**src/hdl/ilir_pkg.sv**
```systemverilog
package ilir_pkg;

  localparam int FUNC_W   = 3;
  localparam int POS_W    = 7;
  localparam int DATA_W   = 32;
  localparam int STATUS_W = 2;
  localparam int COUNT_W  = 7;

  localparam logic [FUNC_W-1:0] FUNC_READ   = 3'd0;
  localparam logic [FUNC_W-1:0] FUNC_WRITE  = 3'd1;
  localparam logic [FUNC_W-1:0] FUNC_INSERT = 3'd2;
  localparam logic [FUNC_W-1:0] FUNC_APPEND = 3'd3;
  localparam logic [FUNC_W-1:0] FUNC_REMOVE = 3'd4;

  localparam logic [STATUS_W-1:0] ST_OK    = 2'd0;
  localparam logic [STATUS_W-1:0] ST_RANGE = 2'd1;
  localparam logic [STATUS_W-1:0] ST_FULL  = 2'd2;

  // update applied by every cell in the same cycle
  localparam logic [1:0] CELL_HOLD   = 2'd0;
  localparam logic [1:0] CELL_WRITE  = 2'd1;
  localparam logic [1:0] CELL_INSERT = 2'd2;
  localparam logic [1:0] CELL_REMOVE = 2'd3;

  typedef struct packed {
    logic [1:0] op;
    logic       rd_shift;
  } cell_ctl_t;

endpackage

```
**src/hdl/ilir_cell.sv**
```systemverilog
module ilir_cell
  import ilir_pkg::*;
#(
  parameter int PW  = 7,
  parameter int IDX = 0
) (
  input  logic                     clk,
  input  cell_ctl_t                ctl,
  input  logic [PW-1:0]            pos,
  input  logic [PW-1:0]            rd_pos,
  input  logic signed [DATA_W-1:0] wdata,
  input  logic signed [DATA_W-1:0] left_ent,
  input  logic signed [DATA_W-1:0] right_ent,
  input  logic signed [DATA_W-1:0] rd_in,
  output logic signed [DATA_W-1:0] ent,
  output logic signed [DATA_W-1:0] rd_out
);

  localparam logic [PW-1:0] IDX_V = PW'(IDX);

  logic signed [DATA_W-1:0] ent_r, ent_nxt;
  logic signed [DATA_W-1:0] rd_r, rd_nxt;
  logic                     hit;
  logic                     above;

  assign hit   = (pos == IDX_V);
  assign above = (pos < IDX_V);

  always_comb begin
    ent_nxt = ent_r;
    unique case (ctl.op)
      CELL_WRITE: begin
        if (hit) ent_nxt = wdata;
      end
      CELL_INSERT: begin
        if (hit) ent_nxt = wdata;
        else if (above) ent_nxt = left_ent;
      end
      CELL_REMOVE: begin
        if (hit || above) ent_nxt = right_ent;
      end
      default: ent_nxt = ent_r;
    endcase
  end

  // read data walks down toward cell zero one cell per cycle while rd_shift is set
  always_comb begin
    rd_nxt = rd_r;
    if (ctl.rd_shift) rd_nxt = (rd_pos == IDX_V) ? ent_r : rd_in;
  end

  always_ff @(posedge clk) begin
    ent_r <= ent_nxt;
    rd_r  <= rd_nxt;
  end

  assign ent    = ent_r;
  assign rd_out = rd_r;

endmodule

```
**config.mk**
```make
export PLATFORM = sky130hd
export DESIGN_NAME = ilir_cell
export DESIGN_NICKNAME = d
export VERILOG_FILES = /design/src/hdl/ilir_pkg.sv /design/src/hdl/ilir_cell.sv
export SDC_FILE = /design/constraint.sdc
export NUM_CORES = 1
export LEC_CHECK = 0
export BUFFER_PORTS_ARGS = -buffer_cell sky130_fd_sc_hd__buf_4
export CAP_MARGIN = 20
export CELL_PAD_IN_SITES_DETAIL_PLACEMENT = 1
export CELL_PAD_IN_SITES_GLOBAL_PLACEMENT = 2
export CORE_ASPECT_RATIO = 0.5
export CORE_MARGIN = 3
export CORE_UTILIZATION = 23
export CTS_BUF_LIST = sky130_fd_sc_hd__clkbuf_4
export DETAILED_ROUTE_END_ITERATION = 12
export PLACE_DENSITY_LB_ADDON = 0.1
export SLEW_MARGIN = 20
export SYNTH_ARGS = -nofsm -noshare
export SYNTH_HDL_FRONTEND = slang
export SYNTH_SLANG_ARGS = --single-unit
```
**constraint.sdc**
```tcl
create_clock -name clk -period 2.77 [get_ports clk]
set_input_delay 0 -clock clk [delete_from_list [all_inputs] [get_ports clk]]
set_output_delay 0 -clock clk [all_outputs]
set_load 0.02 [all_outputs]
```
# After elaboration in Yosys (flattened, before gate mapping)
# Cells that the tools add are included.
[classes]
mux = 6
n_eq_ne = 6
order_cmp = 1
reduce_logical = 5
[op_table]
columns = ["operator", "n"]
rows = [
  ["$mux 32", 5],
  ["$pmux 32 s3", 1],
  ["$logic_not 7->1", 2],
  ["$lt 7x1->1 const B", 1],
  ["$eq 2x2->1 const B", 2],
  ["$ne 2x2->1 const B", 2],
  ["$reduce_and 4->1", 1],
  ["$ne 3x3->1 const B", 1],
  ["$reduce_bool 3->1", 1],
  ["$eq 2x1->1 const B", 1],
  ["$logic_or 1x1->1", 1],
]
[totals]
input_bits = 146
wordCells = 20
reg_bits = 64
out_inout_bits = 64

# Logic depth before layout (Yosys ltp)
[logic_depth]
depth_word = 4
ltp_mapped = 5
ltp_nobuf = 5

# Worst setup path after synthesis
# Ideal clock, no wire load.
[synth_path]
path_type = "input to register"
start = "input ctl[1] (netlist bit)"
end = "register ent_r[0] (netlist: ent[0]) (enable)"
stages = 5
setup_ns = 0.432
required_ns = 2.338
n_path_buf = 2
arrival_time_ns = 2.240
slack_ns = 0.098
cell_sequence = "ha_1 -> clkbuf_1 -> buf_2 -> inv_1 -> a21oi_1"
[synth_via]
elab_chain_len = 3
elab_cells_between_ends = 8
classes_between = "6 x eq/ne; 2 x reduce/logical"
[synth_lines]
columns = ["element", "line_no", "rtl"]
rows = [
  ["start, declared", "ilir_cell.sv:8", "input cell_ctl_t ctl,"],
  ["$eq 2x2->1 / $eq 2x1->1 (equally long branches)", "ilir_cell.sv:31", "unique case (ctl.op)"],
  ["$ne 3x3->1 (no source line), or another cell as far along", "-", ""],
  ["$reduce_and 4->1 (no source line) *", "-", ""],
  ["end signal, assigned", "ilir_cell.sv:53", "ent_r <= ent_nxt;"],
  ["end, declared", "ilir_cell.sv:21", "logic signed [DATA_W-1:0] ent_r, ent_nxt;"],
]
# Mark *: on every way between the ends. The rest lies on a longest branch, timed or not.
# A chain may end at the register's enable or synchronous reset.

# Worst setup path in the final report
[layout_path]
start = "input ctl[1] (netlist bit)"
end = "register ent_r[16] (netlist: ent[16]) (enable)"
# Same word-level chain as after synthesis.

==> metrics <==
status=completed; fill cell count=approximately 1300; Lkg Pwr=approximately 2.4 nW; final WL=9060 um; antenna violations before repair=1; drt drc=0; worst hold start=ctl[0]; Max Cap Viol=0; area delta synth->final=90.7%; CP Data Arrival Time=between 1000 and 1500 ps; clk buf depth=2; Synth Cell Area=approximately 2900 um2; Reg area=~1900 um2; Pre-antenna DRT Iters=4; Core Box Area=roughly 12000 um2; minimum clock period=between 1000 and 1500 ps; CTS tree=yes; GR Util All Layers=0.128; synth unique cells=13; GRT overflow=0; worst hold path class=in -> reg; starting density of the core=0.240; per-cell routed wire length=about 15 um; setup violators final=0; Setup TNS=0 ps; f_max=747 MHz; Setup CP Type=in -> reg; Fin Clk Skew=about 6.6 ps; nets=579; full die area=about 14000 um2; Synth Instances=149; endpoints failing hold=0; crit-path max FO=17; first-pass GRT wire length=~14000 um; Post-CTS Resized=0; Power Total=approximately 0.0025 W; register bit total from synthesis=between 60 and 70; number of global-route vias before repair=approximately 2700; Port-buffer cells=177; via count=between 2000 and 2500; start of the worst register-to-register path=ent[18]; Seq/Total Area, Yosys=0.661; layout cells sized above 1=0.609; Max VDD drop=0.000164 V; hold path cells=1; Worst R2R Setup Slack=1810 ps; Worst Hold Endpoint=rd_out[21]; hpwl dp=~6200 um; DIE HEIGHT=about 85 um; row cnt=28; RSZ-0062 raised after global routing=no; IO Count=210; Slew @ Worst Pin=655 ps; worst path required time=roughly 2900 ps; vias per std cell=~4.0; final max-slew violation count=0; R2R cell count=1; Die Span X=roughly 160 um; Multi-input gate area=approximately 930 um2; YS warnings=0; reg2reg end=rd_out[18]; Clk pin slew, worst setup/hold paths=110 ps; htree depth=3; Initial DRC Count=58; CTS Buf Count=9; ANT nets after route=0; Slew headroom=0.563; Crit. End Element=register; largest net degree at the start of global routing=33; CTS Root Cell=clkbuf_4; gpl congestion=between 0.6 and 0.7; crit path launch type=primary input; Num Clock Sinks=64; Power Dens Cells=449 nW/um2; syn_area_per_cell=approximately 20 um2; clk_lat worst skew=slightly above 400 ps; Synth Net Count=just under 300; Final Cycle Share=0.483
==> critical path, cell delays in order <==
cell,delay (ps)
buf_4,100
ha_2,180
buf_4,250
inv_1,110
a21oi_4,560
buf_12,250
==> synthesized netlist by cell type <==
master     n  area (um2)
a21oi_1    2        10.0
buf_2      3        15.0
buf_6      3        33.8
clkbuf_1   1        3.75
edfxtp_1  64        1920
ha_1       3        37.5
inv_1      3        11.3
mux2_2    34         383
mux2_4    30         450
nand2_2    1        6.26
nor3_1     3        15.0
nor4_1     1        6.26
nor4_2     1        12.5
==> cell type report <==
| cell class | instances | share of cell area |
|---|---|---|
| repair buffers | 277 | 0.421 |
| flip-flops and latches | 64 | 0.347 |
| multi-input cells | 75 | 0.169 |
| well taps | 165 | 0.0372 |
| clock buffers | 12 | 0.0162 |
| clock inverters | 4 | 0.00812 |
| inverters | 3 | 0.00203 |
| diodes | 1 | 0.000451 |
==> routing by layer <==
layer	GRT usage	vias to the layer above	routed length, um
met5	0	-	0
met4	0.0342	0	95
met3	0.0463	8	506
met2	0.249	77	5090
met1	0.129	1179	3360
li1	-	1146	-
==> cells by family after synthesis <==
logic type | synth area share
AOI/OAI and AO/OA | 0.00344
muxes | 0.287
DFF | 0.661
adders and majority gates | 0.0129
and+or+nand+nor | 0.0138
buffers and inverters | 0.0220
==> report_power, final <==
| part | switching [W] | total (W) | internal, W |
|---|---|---|---|
| registers | 0.0000393 | 0.00121 | 0.00117 |
| clock network | 0.000344 | 0.000646 | 0.000302 |
| logic | 0.000253 | 0.000633 | 0.000379 |
| total | 0.000637 | 0.00249 | 0.00185 |
==> sequential cells by signal, summed over array words and instances, names as in the netlist <==
signal / cells
rd_out: 32
ent: 32
==> through the flow <==
stage / cell area [um2] / hold slack (ps) / utilization / instances / worst slack, ps
after global routing: 5540 / 24.8 / 0.459 / 601 / 1360
after detailed placement: 4450 / 305 / 0.368 / 488 / 940
final: 5540 / 68.2 / 0.459 / 601 / 1430
after CTS: 5540 / 35.4 / 0.458 / 600 / 1420
after floorplan: 2910 / 112 / - / 149 / 98.2
after global placement: 4450 / 303 / 0.368 / 488 / 958
==> timing repair <==
action	CTS	global route
hold buffers	96	0
hold endpoints to repair	64	0
setup buffers	0	0
==> worst max path at each step <==
stage	start	to	cells after the start
3_3_place_gp	ctl[1]	ent[16]	6
4_1_cts	ctl[1]	ent[29]	6
3_5_place_dp	ctl[1]	ent[16]	6
2_1_floorplan	ctl[1]	ent[0]	5
5_1_grt	ctl[1]	ent[29]	6
6_report	ctl[1]	ent[16]	6
==> placed cells by master, fill, tap and decap left out <==
master         count
nand2_2            1
dlygate4sd3_1     96
buf_4            180
mux2_2            34
nor4_1             1
ha_2               1
a21oi_4            1
nor4_2             1
edfxtp_1          64
nor3_1             3
mux2_4            30
buf_12             1
inv_1              3
bufinv_16          1
clkinv_2           3
a21oi_1            1
diode_2            1
ha_1               2
clkbuf_4          12
Note: power is estimated with default switching activity, not from simulation.
